## src/hw/rtl/wav_header_parser_core_defines.svh

```systemverilog
// Assertion macros shared by the WAV header parser RTL.
// Each macro expands to one labeled concurrent assertion on clk with rst_n.
`ifndef WAV_HEADER_PARSER_CORE_DEFINES_SVH
`define WAV_HEADER_PARSER_CORE_DEFINES_SVH

// Same-cycle implication, checked outside of reset.
`define WAVHP_ASSERT_IMPL(lbl, ante, cons, msg) \
  lbl: assert property (@(posedge clk) disable iff (!rst_n) (ante) |-> (cons)) else $error(msg);

// Next-cycle implication, checked outside of reset.
`define WAVHP_ASSERT_NEXT(lbl, ante, cons, msg) \
  lbl: assert property (@(posedge clk) disable iff (!rst_n) (ante) |=> (cons)) else $error(msg);

`endif

```

## src/hw/rtl/wavhp_pkg.sv

```systemverilog
// Package for the WAV header parser: payload structs, status codes, tags,
// header byte positions and the sequencer state type. No dependencies.
package wavhp_pkg;

  // Field widths.
  localparam int unsigned FRAME_W = 29;  // channels (16) times bytes per sample (13)
  localparam int unsigned PROD_W  = 61;  // sample rate (32) times frame size (29)
  localparam int unsigned DIV_W   = 32;  // dividend and quotient width
  localparam int unsigned DVS_W   = 16;  // divisor width (frame size equals block align)
  localparam int unsigned DIV_CNT_W = $clog2(DIV_W);

  // Sample width in bits is shifted right by this amount to give bytes per sample.
  localparam int unsigned BYTE_SHIFT = 3;
  localparam logic [31:0] FMT_SIZE_PCM = 32'd16;

  // Result status codes.
  localparam logic [1:0] ST_OK        = 2'd0;
  localparam logic [1:0] ST_TRUNC     = 2'd1;
  localparam logic [1:0] ST_MALFORMED = 2'd2;
  localparam logic [1:0] ST_FMT_SIZE  = 2'd3;

  // Chunk tags as seen in the little-endian shift register.
  localparam logic [31:0] TAG_RIFF = 32'h4646_4952;
  localparam logic [31:0] TAG_WAVE = 32'h4556_4157;
  localparam logic [31:0] TAG_FMT  = 32'h2074_6D66;
  localparam logic [31:0] TAG_DATA = 32'h6174_6164;

  // Header byte positions at which a field or tag is complete.
  localparam logic [5:0] IDX_RIFF     = 6'd3;
  localparam logic [5:0] IDX_WAVE     = 6'd11;
  localparam logic [5:0] IDX_FMT      = 6'd15;
  localparam logic [5:0] IDX_FMT_SIZE = 6'd19;
  localparam logic [5:0] IDX_FORMAT   = 6'd21;
  localparam logic [5:0] IDX_CHANNELS = 6'd23;
  localparam logic [5:0] IDX_RATE     = 6'd27;
  localparam logic [5:0] IDX_BYTERATE = 6'd31;
  localparam logic [5:0] IDX_ALIGN    = 6'd33;
  localparam logic [5:0] IDX_BITS     = 6'd35;
  localparam logic [5:0] IDX_DATA     = 6'd39;
  localparam logic [5:0] IDX_LAST     = 6'd43;

  typedef struct packed {
    logic [7:0] header_byte;
    logic       start_flag;
    logic       end_flag;
  } in_item_t;

  typedef struct packed {
    logic [1:0]         status;
    logic [15:0]        format_id;
    logic [15:0]        chan_cnt;
    logic [31:0]        rate_hz;
    logic [31:0]        bytes_per_sec;
    logic [15:0]        frame_bytes;
    logic [15:0]        sample_width;
    logic signed [31:0] sample_cnt;
  } out_item_t;

  // Divider request and response.
  typedef struct packed {
    logic             go;
    logic [DIV_W-1:0] dividend;
    logic [DVS_W-1:0] divisor;
  } div_req_t;

  typedef struct packed {
    logic             done;
    logic [DIV_W-1:0] quotient;
  } div_rsp_t;

  // Sequencer states.
  typedef enum logic [4:0] {
    S_PARSE = 5'b00001,
    S_FRAME = 5'b00010,
    S_PROD  = 5'b00100,
    S_CHECK = 5'b01000,
    S_DIV   = 5'b10000
  } seq_state_t;

endpackage

```

## src/hw/rtl/wav_header_parser_core.sv

```systemverilog
// WAV header parser top level: byte parser, sequencer for the final checks
// and output register. Depends on wavhp_pkg, wavhp_div and the defines header.
//
// Usage: bytes of a canonical 44-byte RIFF/WAVE header enter on the in_
// channel (in_valid, in_stall, in_data), one per transaction, in file order.
// A byte with start_flag set restarts the parse; bytes outside a parse are
// taken and dropped. Exactly one result transaction leaves on the out_
// channel per header: at the first bad tag or fmt size, at an end_flag
// before byte 43, or after byte 43 once the rate checks and sample count
// are done. Header bytes are taken one per cycle while in_stall is low.
// After byte 43 the block holds in_stall high for the frame size multiply,
// the byte rate multiply, the compares, the bit-serial divider and the
// hand-over of the quotient. When a rate, alignment or zero frame check
// fails the stall ends after the compare. Results appear in the cycle after
// the deciding byte, or at the end of that sequence. The result sits in an
// output register; while it is stalled, in_stall is also raised so that no
// second result can be produced. Synchronous reset leaves the block idle,
// waiting for a start byte, with no result pending.
`include "wav_header_parser_core_defines.svh"
module wav_header_parser_core (
  input  logic                 clk,
  input  logic                 rst_n,
  input  logic                 in_valid,
  output logic                 in_stall,
  input  wavhp_pkg::in_item_t  in_data,
  output logic                 out_valid,
  input  logic                 out_stall,
  output wavhp_pkg::out_item_t out_data
);

  // Sequencer and parse state.
  wavhp_pkg::seq_state_t state_r, state_nxt;
  logic        finished_r;
  logic [5:0]  idx_r;
  logic [31:0] tag_r;
  logic [15:0] format_r;
  logic [15:0] channels_r;
  logic [31:0] rate_r;
  logic [31:0] byterate_r;
  logic [15:0] align_r;
  logic [15:0] bits_r;
  logic [31:0] fmtsize_r;
  logic [31:0] datasize_r;

  // Final check datapath.
  logic [wavhp_pkg::FRAME_W-1:0] frame_r;
  logic [wavhp_pkg::PROD_W-1:0]  prod_r;
  logic                          neg_r;

  // Output register.
  logic                 out_valid_r;
  wavhp_pkg::out_item_t out_data_r;

  // Byte parse next values.
  logic        in_acc;
  logic        fin_cur;
  logic [5:0]  idx_cur;
  logic [31:0] tag_nxt;
  logic [15:0] format_nxt;
  logic [15:0] channels_nxt;
  logic [31:0] rate_nxt;
  logic [31:0] byterate_nxt;
  logic [15:0] align_nxt;
  logic [15:0] bits_nxt;
  logic [31:0] fmtsize_nxt;
  logic [31:0] datasize_nxt;
  logic        bad;
  logic [1:0]  bad_code;
  logic        emit_parse;
  logic [1:0]  parse_status;
  logic        go_finish;

  // Check and divide.
  logic                 check_fail;
  wavhp_pkg::div_req_t  div_req;
  wavhp_pkg::div_rsp_t  div_rsp;
  logic [31:0]          samples;
  logic                 out_load;
  wavhp_pkg::out_item_t out_load_data;

  assign in_acc = in_valid && !in_stall;

  // Decode one header byte; a start byte sees cleared fields.
  always_comb begin
    logic [31:0] tag_cur;
    tag_cur      = in_data.start_flag ? '0 : tag_r;
    fin_cur      = in_data.start_flag ? 1'b0 : finished_r;
    idx_cur      = in_data.start_flag ? '0 : idx_r;
    format_nxt   = in_data.start_flag ? '0 : format_r;
    channels_nxt = in_data.start_flag ? '0 : channels_r;
    rate_nxt     = in_data.start_flag ? '0 : rate_r;
    byterate_nxt = in_data.start_flag ? '0 : byterate_r;
    align_nxt    = in_data.start_flag ? '0 : align_r;
    bits_nxt     = in_data.start_flag ? '0 : bits_r;
    fmtsize_nxt  = in_data.start_flag ? '0 : fmtsize_r;
    datasize_nxt = in_data.start_flag ? '0 : datasize_r;
    tag_nxt      = {in_data.header_byte, tag_cur[31:8]};
    bad          = 1'b0;
    bad_code     = wavhp_pkg::ST_MALFORMED;
    unique case (idx_cur)
      wavhp_pkg::IDX_RIFF:     bad = (tag_nxt != wavhp_pkg::TAG_RIFF);
      wavhp_pkg::IDX_WAVE:     bad = (tag_nxt != wavhp_pkg::TAG_WAVE);
      wavhp_pkg::IDX_FMT:      bad = (tag_nxt != wavhp_pkg::TAG_FMT);
      wavhp_pkg::IDX_FMT_SIZE: fmtsize_nxt = tag_nxt;
      wavhp_pkg::IDX_FORMAT:   format_nxt = tag_nxt[31:16];
      wavhp_pkg::IDX_CHANNELS: channels_nxt = tag_nxt[31:16];
      wavhp_pkg::IDX_RATE:     rate_nxt = tag_nxt;
      wavhp_pkg::IDX_BYTERATE: byterate_nxt = tag_nxt;
      wavhp_pkg::IDX_ALIGN:    align_nxt = tag_nxt[31:16];
      wavhp_pkg::IDX_BITS: begin
        bits_nxt = tag_nxt[31:16];
        if (fmtsize_nxt != wavhp_pkg::FMT_SIZE_PCM) begin
          bad      = 1'b1;
          bad_code = wavhp_pkg::ST_FMT_SIZE;
        end
      end
      wavhp_pkg::IDX_DATA:     bad = (tag_nxt != wavhp_pkg::TAG_DATA);
      wavhp_pkg::IDX_LAST:     datasize_nxt = tag_nxt;
      default: ;
    endcase
    // A tag or size error wins over the end of the stream.
    go_finish    = !fin_cur && !bad && (idx_cur >= wavhp_pkg::IDX_LAST);
    emit_parse   = !fin_cur && (bad || (!go_finish && in_data.end_flag));
    parse_status = bad ? bad_code : wavhp_pkg::ST_TRUNC;
  end

  // Parse registers advance on each accepted byte.
  always_ff @(posedge clk) begin
    if (!rst_n) begin
      finished_r <= 1'b1;
      idx_r      <= '0;
    end else if (in_acc) begin
      finished_r <= fin_cur || emit_parse || go_finish;
      idx_r      <= idx_cur + 6'd1;
    end
  end

  always_ff @(posedge clk) begin
    if (in_acc) begin
      tag_r      <= tag_nxt;
      format_r   <= format_nxt;
      channels_r <= channels_nxt;
      rate_r     <= rate_nxt;
      byterate_r <= byterate_nxt;
      align_r    <= align_nxt;
      bits_r     <= bits_nxt;
      fmtsize_r  <= fmtsize_nxt;
      datasize_r <= datasize_nxt;
    end
  end

  // Sequencer for the checks after the last header byte.
  always_comb begin
    state_nxt = state_r;
    unique case (state_r)
      wavhp_pkg::S_PARSE: if (in_acc && go_finish) state_nxt = wavhp_pkg::S_FRAME;
      wavhp_pkg::S_FRAME: state_nxt = wavhp_pkg::S_PROD;
      wavhp_pkg::S_PROD:  state_nxt = wavhp_pkg::S_CHECK;
      wavhp_pkg::S_CHECK: state_nxt = check_fail ? wavhp_pkg::S_PARSE : wavhp_pkg::S_DIV;
      wavhp_pkg::S_DIV:   if (div_rsp.done) state_nxt = wavhp_pkg::S_PARSE;
      default:            state_nxt = wavhp_pkg::S_PARSE;
    endcase
  end

  always_ff @(posedge clk) begin
    if (!rst_n) begin
      state_r <= wavhp_pkg::S_PARSE;
    end else begin
      state_r <= state_nxt;
    end
  end

  // Frame size, then byte rate product, each registered.
  always_ff @(posedge clk) begin
    if (state_r == wavhp_pkg::S_FRAME) begin
      frame_r <= {{(wavhp_pkg::FRAME_W-16){1'b0}}, channels_r}
               * {{(wavhp_pkg::FRAME_W-16+wavhp_pkg::BYTE_SHIFT){1'b0}},
                  bits_r[15:wavhp_pkg::BYTE_SHIFT]};
    end
    if (state_r == wavhp_pkg::S_PROD) begin
      prod_r <= {{(wavhp_pkg::PROD_W-32){1'b0}}, rate_r}
              * {{(wavhp_pkg::PROD_W-wavhp_pkg::FRAME_W){1'b0}}, frame_r};
    end
    if (state_r == wavhp_pkg::S_CHECK) begin
      neg_r <= datasize_r[31];
    end
  end

  // Byte rate, block align and zero frame checks.
  assign check_fail = (prod_r != {{(wavhp_pkg::PROD_W-32){1'b0}}, byterate_r})
                   || (frame_r != {{(wavhp_pkg::FRAME_W-16){1'b0}}, align_r})
                   || (frame_r == '0);

  // The divider works on the magnitude of the data size.
  assign div_req.go       = (state_r == wavhp_pkg::S_CHECK) && !check_fail;
  assign div_req.dividend = datasize_r[31] ? (~datasize_r + 32'd1) : datasize_r;
  assign div_req.divisor  = align_r;

  wavhp_div u_div (
    .clk   (clk),
    .rst_n (rst_n),
    .req   (div_req),
    .rsp   (div_rsp)
  );

  assign samples = neg_r ? (~div_rsp.quotient + 32'd1) : div_rsp.quotient;

  // Select the result transaction to load.
  always_comb begin
    out_load      = 1'b0;
    out_load_data = '0;
    priority if (in_acc && emit_parse) begin
      out_load                    = 1'b1;
      out_load_data.status        = parse_status;
      out_load_data.format_id     = format_nxt;
      out_load_data.chan_cnt      = channels_nxt;
      out_load_data.rate_hz       = rate_nxt;
      out_load_data.bytes_per_sec = byterate_nxt;
      out_load_data.frame_bytes   = align_nxt;
      out_load_data.sample_width  = bits_nxt;
    end else if (((state_r == wavhp_pkg::S_CHECK) && check_fail)
                 || ((state_r == wavhp_pkg::S_DIV) && div_rsp.done)) begin
      out_load                    = 1'b1;
      out_load_data.status        = (state_r == wavhp_pkg::S_DIV) ?
                                    wavhp_pkg::ST_OK : wavhp_pkg::ST_MALFORMED;
      out_load_data.format_id     = format_r;
      out_load_data.chan_cnt      = channels_r;
      out_load_data.rate_hz       = rate_r;
      out_load_data.bytes_per_sec = byterate_r;
      out_load_data.frame_bytes   = align_r;
      out_load_data.sample_width  = bits_r;
      out_load_data.sample_cnt    = (state_r == wavhp_pkg::S_DIV) ? samples : '0;
    end else begin
      out_load = 1'b0;
    end
  end

  // Output register holds a result until the receiver takes it.
  always_ff @(posedge clk) begin
    if (!rst_n) begin
      out_valid_r <= 1'b0;
    end else begin
      out_valid_r <= out_load || (out_valid_r && out_stall);
    end
  end

  always_ff @(posedge clk) begin
    if (out_load) begin
      out_data_r <= out_load_data;
    end
  end

  assign in_stall  = (state_r != wavhp_pkg::S_PARSE) || (out_valid_r && out_stall);
  assign out_valid = out_valid_r;
  assign out_data  = out_data_r;

  // A result never overwrites one that the receiver has not taken.
  `WAVHP_ASSERT_IMPL(a_no_overwrite, out_load, !(out_valid_r && out_stall), "result overwritten")
  // Divider completion only occurs while the sequencer waits for it.
  `WAVHP_ASSERT_IMPL(a_div_in_state, div_rsp.done, state_r == wavhp_pkg::S_DIV, "stray divide done")
  // Starting the final checks always goes on to the product stage.
  `WAVHP_ASSERT_NEXT(a_frame_then_prod, state_r == wavhp_pkg::S_FRAME,
                     state_r == wavhp_pkg::S_PROD, "sequencer skipped product stage")

endmodule

```

## src/hw/rtl/wavhp_div.sv

```systemverilog
// Iterative restoring divider for the WAV header parser, one quotient bit
// per cycle through a single shared subtractor. Depends on wavhp_pkg.
module wavhp_div (
  input  logic                clk,
  input  logic                rst_n,
  input  wavhp_pkg::div_req_t req,
  output wavhp_pkg::div_rsp_t rsp
);

  logic                              busy_r;
  logic                              done_r;
  logic [wavhp_pkg::DIV_CNT_W-1:0]   cnt_r;
  logic [wavhp_pkg::DVS_W-1:0]       rem_r;
  logic [wavhp_pkg::DVS_W-1:0]       dvs_r;
  logic [wavhp_pkg::DIV_W-1:0]       dq_r;
  logic [wavhp_pkg::DVS_W:0]         shifted;
  logic [wavhp_pkg::DVS_W:0]         diff;
  logic                              fits;
  logic [wavhp_pkg::DVS_W-1:0]       rem_nxt;

  // One step: shift in the next dividend bit and try the subtraction.
  always_comb begin
    shifted = {rem_r, dq_r[wavhp_pkg::DIV_W-1]};
    diff    = shifted - {1'b0, dvs_r};
    fits    = (shifted >= {1'b0, dvs_r});
    rem_nxt = fits ? diff[wavhp_pkg::DVS_W-1:0] : shifted[wavhp_pkg::DVS_W-1:0];
  end

  // Control: a run takes one step per quotient bit.
  always_ff @(posedge clk) begin
    if (!rst_n) begin
      busy_r <= 1'b0;
      done_r <= 1'b0;
      cnt_r  <= '0;
    end else begin
      done_r <= busy_r && (cnt_r == '0);
      if (req.go) begin
        busy_r <= 1'b1;
        cnt_r  <= '1;
      end else if (busy_r) begin
        if (cnt_r == '0) begin
          busy_r <= 1'b0;
        end
        cnt_r <= cnt_r - {{(wavhp_pkg::DIV_CNT_W-1){1'b0}}, 1'b1};
      end
    end
  end

  // Datapath: the quotient bits replace the dividend bits from the bottom.
  always_ff @(posedge clk) begin
    if (req.go) begin
      rem_r <= '0;
      dvs_r <= req.divisor;
      dq_r  <= req.dividend;
    end else if (busy_r) begin
      rem_r <= rem_nxt;
      dq_r  <= {dq_r[wavhp_pkg::DIV_W-2:0], fits};
    end
  end

  assign rsp.done     = done_r;
  assign rsp.quotient = dq_r;

endmodule

```

## config.mk

```make
export PLATFORM = sky130hd
export DESIGN_NAME = wav_header_parser_core
export DESIGN_NICKNAME = d
export VERILOG_FILES = /design/src/hw/rtl/wavhp_pkg.sv /design/src/hw/rtl/wav_header_parser_core.sv /design/src/hw/rtl/wavhp_div.sv
export VERILOG_INCLUDE_DIRS = /design/src /design/src/hw/rtl
export SDC_FILE = /design/constraint.sdc
export NUM_CORES = 2
export LEC_CHECK = 0
export CORE_ASPECT_RATIO = 0.7
export CORE_MARGIN = 2
export CORE_UTILIZATION = 60
export CTS_BUF_LIST = sky130_fd_sc_hd__clkbuf_4 sky130_fd_sc_hd__clkbuf_8 sky130_fd_sc_hd__clkbuf_16
export DETAILED_ROUTE_END_ITERATION = 16
export DONT_BUFFER_PORTS = 1
export PLACE_DENSITY_LB_ADDON = 0.1
export SYNTH_ARGS = -nofsm -noshare
export SYNTH_HDL_FRONTEND = slang
export SYNTH_SLANG_ARGS = --single-unit
```

## constraint.sdc

```tcl
create_clock -name clk -period 7.7 [get_ports clk]
set_input_delay 0.385 -clock clk [delete_from_list [all_inputs] [get_ports clk]]
set_output_delay 0.385 -clock clk [all_outputs]
set_load 0.01 [all_outputs]
```

==> results.ini <==
[status]
status = finished with violations
violations = negative setup slack

[cts]
htree_levels = 2
clock_latency_ns = 0.68
cts-root-buf = clkbuf_16
cts_buffer_depth = 3
cts.clk_slew.worst_paths_ns = 0.07
cts_tree = yes
cts_made_buffers = 55
cts_sinks = 553

[grt]
antenna_found_initial = 4
grt_use_total = 0.343
grt_first_pass_wirelength_um = 278000
grt-ovfl-total = 0
grt_max_degree = 128
grt_pass1_vias = 45800

[worst_setup_path]
path_buf_inv = 7
critPathRequiredTime_ns = 8.06
critical_path.max_fanout = 8
crit_family = adder cells
cp_common_cell = fa_1
cp-end-kind = flip-flop
critPathSlowestCell = fa_1
crit_type = flip-flop to flip-flop
max_stage_delay_ns = 0.60
crit_path_start_kind = flip-flop
worst-endpoint-arrival_ns = 8.16

[logic_synthesis]
ys_ff_latch = 553
yosysUniqueCellTypes = 88
synth_seq_area_share = 0.262
yosys_warnings = 0
synth-edff-count = 517
synthFlopType = edfxtp_1
async_flop_share = 0
syn-instance-count = 6258
synth_fp_nets = 7577
syn_avg_cell_area_um2 = 9.91
syn_area_um2 = 62000

[cells_and_area]
layout_commonest_cell = inv_1
final_cell_mix = 1057 x inv_1, 949 x fa_1, 929 x nand2_1
final_util = 0.667
drive_above_1_share = 0.0935
syn_to_final_growth_pct = 9.95
nNetsFinal = 7639
final-instance-count-excl-fill = 7722
fillCellCount = 8173

[sta]
fin_crit_ns = 7.80
fmax_mhz = 128
worstMarginPinSlew_ns = 1.07
skew_ns = 0.0667
max-slew-margin-rel = 0.280
hold_viol = 0
slew_viol_final = 0
finalCritPeriodShare = 1.01
setup_slack_ns = -0.0994
rsz0062_at_grt = true
setup_viol = 5

[routing]
drt-initial-drc-count = 4307
route.detailed.vias_per_inst = 5.86
wire_per_inst_um = 23.0
dr_total_vias = 45300
drc = 0
drt-pass1-iter-count = 6
final_antenna_net_count = 0
wl_um = 178000

[job]
drv_cap = 0

[placed_design]
place_congestion = 0.950
place_ws_ns = -0.286
io_buffers = 0
dpl.hpwl_um = 138000
dp.cells = 7577

[die]
die_h_um = 273
ios = 178
placementRows = 98
dieArea_um2 = 106000
die_w_um = 388
coreArea_um2 = 102000
initial_core_util = 0.606

[hold_path]
hold_path.class = primary input to flip-flop

-- repair_timing --
| item | CTS | global route |
|---|---|---|
| gates cloned | 0 | 1 |
| resized for setup | 38 | 61 |
| setup endpoints to repair | 16 | 21 |
| pin swaps | 23 | 38 |
| hold endpoints to repair | 149 | 0 |
| hold buffers | 14 | 0 |
| setup buffers | 7 | 15 |
-- state kept, by name (all words and copies together) (netlist names), 24 cells and up --
register,count
byterate_r,32
rate_r,32
frame_r,29
fmtsize_r,32
datasize_r,32
tag_r,24
out_data,162
prod_r,61
u_div.dq_r,32
-- path summary, 6_finish.rpt --
| path | startpoint | endpoint | slack [ns] | cells after the start |
|---|---|---|---|---|
| setup / recovery | frame_r[2] | prod_r[55] | -0.1 | 26 |
| hold / removal | in_data[0] | finished_r | 0.03 | 3 |
| setup reg to reg | frame_r[2] | prod_r[55] | -0.1 | 26 |
| hold reg to reg | u_div.rem_r[14] | u_div.rem_r[15] | 0.50 | 2 |
-- stage by stage --
stage | hold slack (ns) | TNS (ns) | area (um2)
5_1_grt | 0.0204 | -2.11 | 68200
6_report | 0.0268 | -0.249 | 68200
4_1_cts | 0.000552 | -0.0471 | 67800
3_3_place_gp | 0.471 | -1.34 | 65400
2_1_floorplan | 0.448 | 0 | 62000
3_5_place_dp | 0.475 | -1.84 | 65400
-- worst min-delay path, cell delays in order --
cell     delay, ns
o21a_1        0.11
o31ai_2       0.09
nand4_1       0.09
-- synthesized netlist by cell type, drive strengths merged, types with 26 or more instances --
master / number / area [um2]
and2: 622 / 3890
buf: 26 / 186
ha: 345 / 4320
nand4: 39 / 244
edfxtp: 517 / 15500
xor2: 84 / 736
clkbuf: 351 / 1320
a21oi: 189 / 946
nor3: 34 / 175
o21ai: 192 / 961
a21o: 35 / 263
nand2: 931 / 3490
dfxtp: 36 / 721
inv: 1062 / 3990
nor4: 31 / 209
xnor2: 107 / 937
nor2: 160 / 601
nand2b: 26 / 165
a22o: 132 / 1160
nor2b: 39 / 244
fa: 960 / 19200
mux2i: 30 / 300
-- cells by family after synthesis --
family | count (synthesis) | synth area share
and+or+nand+nor | 1985 | 0.157
buffers and inverters | 1440 | 0.0886
DFF | 553 | 0.262
xor gates and xnor gates | 191 | 0.0270
muxes | 30 | 0.00484
adders and majority gates | 1305 | 0.380
AOI/OAI and AO/OA | 754 | 0.0809
-- layer usage --
metal | vias to the layer above | part of all wire | global-route usage
met2 | 2258 | 0.43 | 0.499
met4 | 4 | 0.027 | 0.0817
met5 | - | 0.00017 | 0
met3 | 250 | 0.11 | 0.0736
met1 | 22900 | 0.44 | 0.526
li1 | 19900 | - | -
-- area by class of cell --
type	instances	area, um2	share of cell area
Antenna cell	5	12.5	0.000184
Clock buffer	77	1610	0.0236
Clock inverter	27	352	0.00516
Inverter	1063	4000	0.0587
Multi-Input combinational cell	4265	40700	0.597
Sequential cell	553	16200	0.238
Tap cell	1350	1690	0.0248
Timing Repair Buffer	382	3540	0.0520
Power is left out: the tool's default activity adds up to more than one toggle a clock period on the data nets, which glitch-free logic cannot reach.
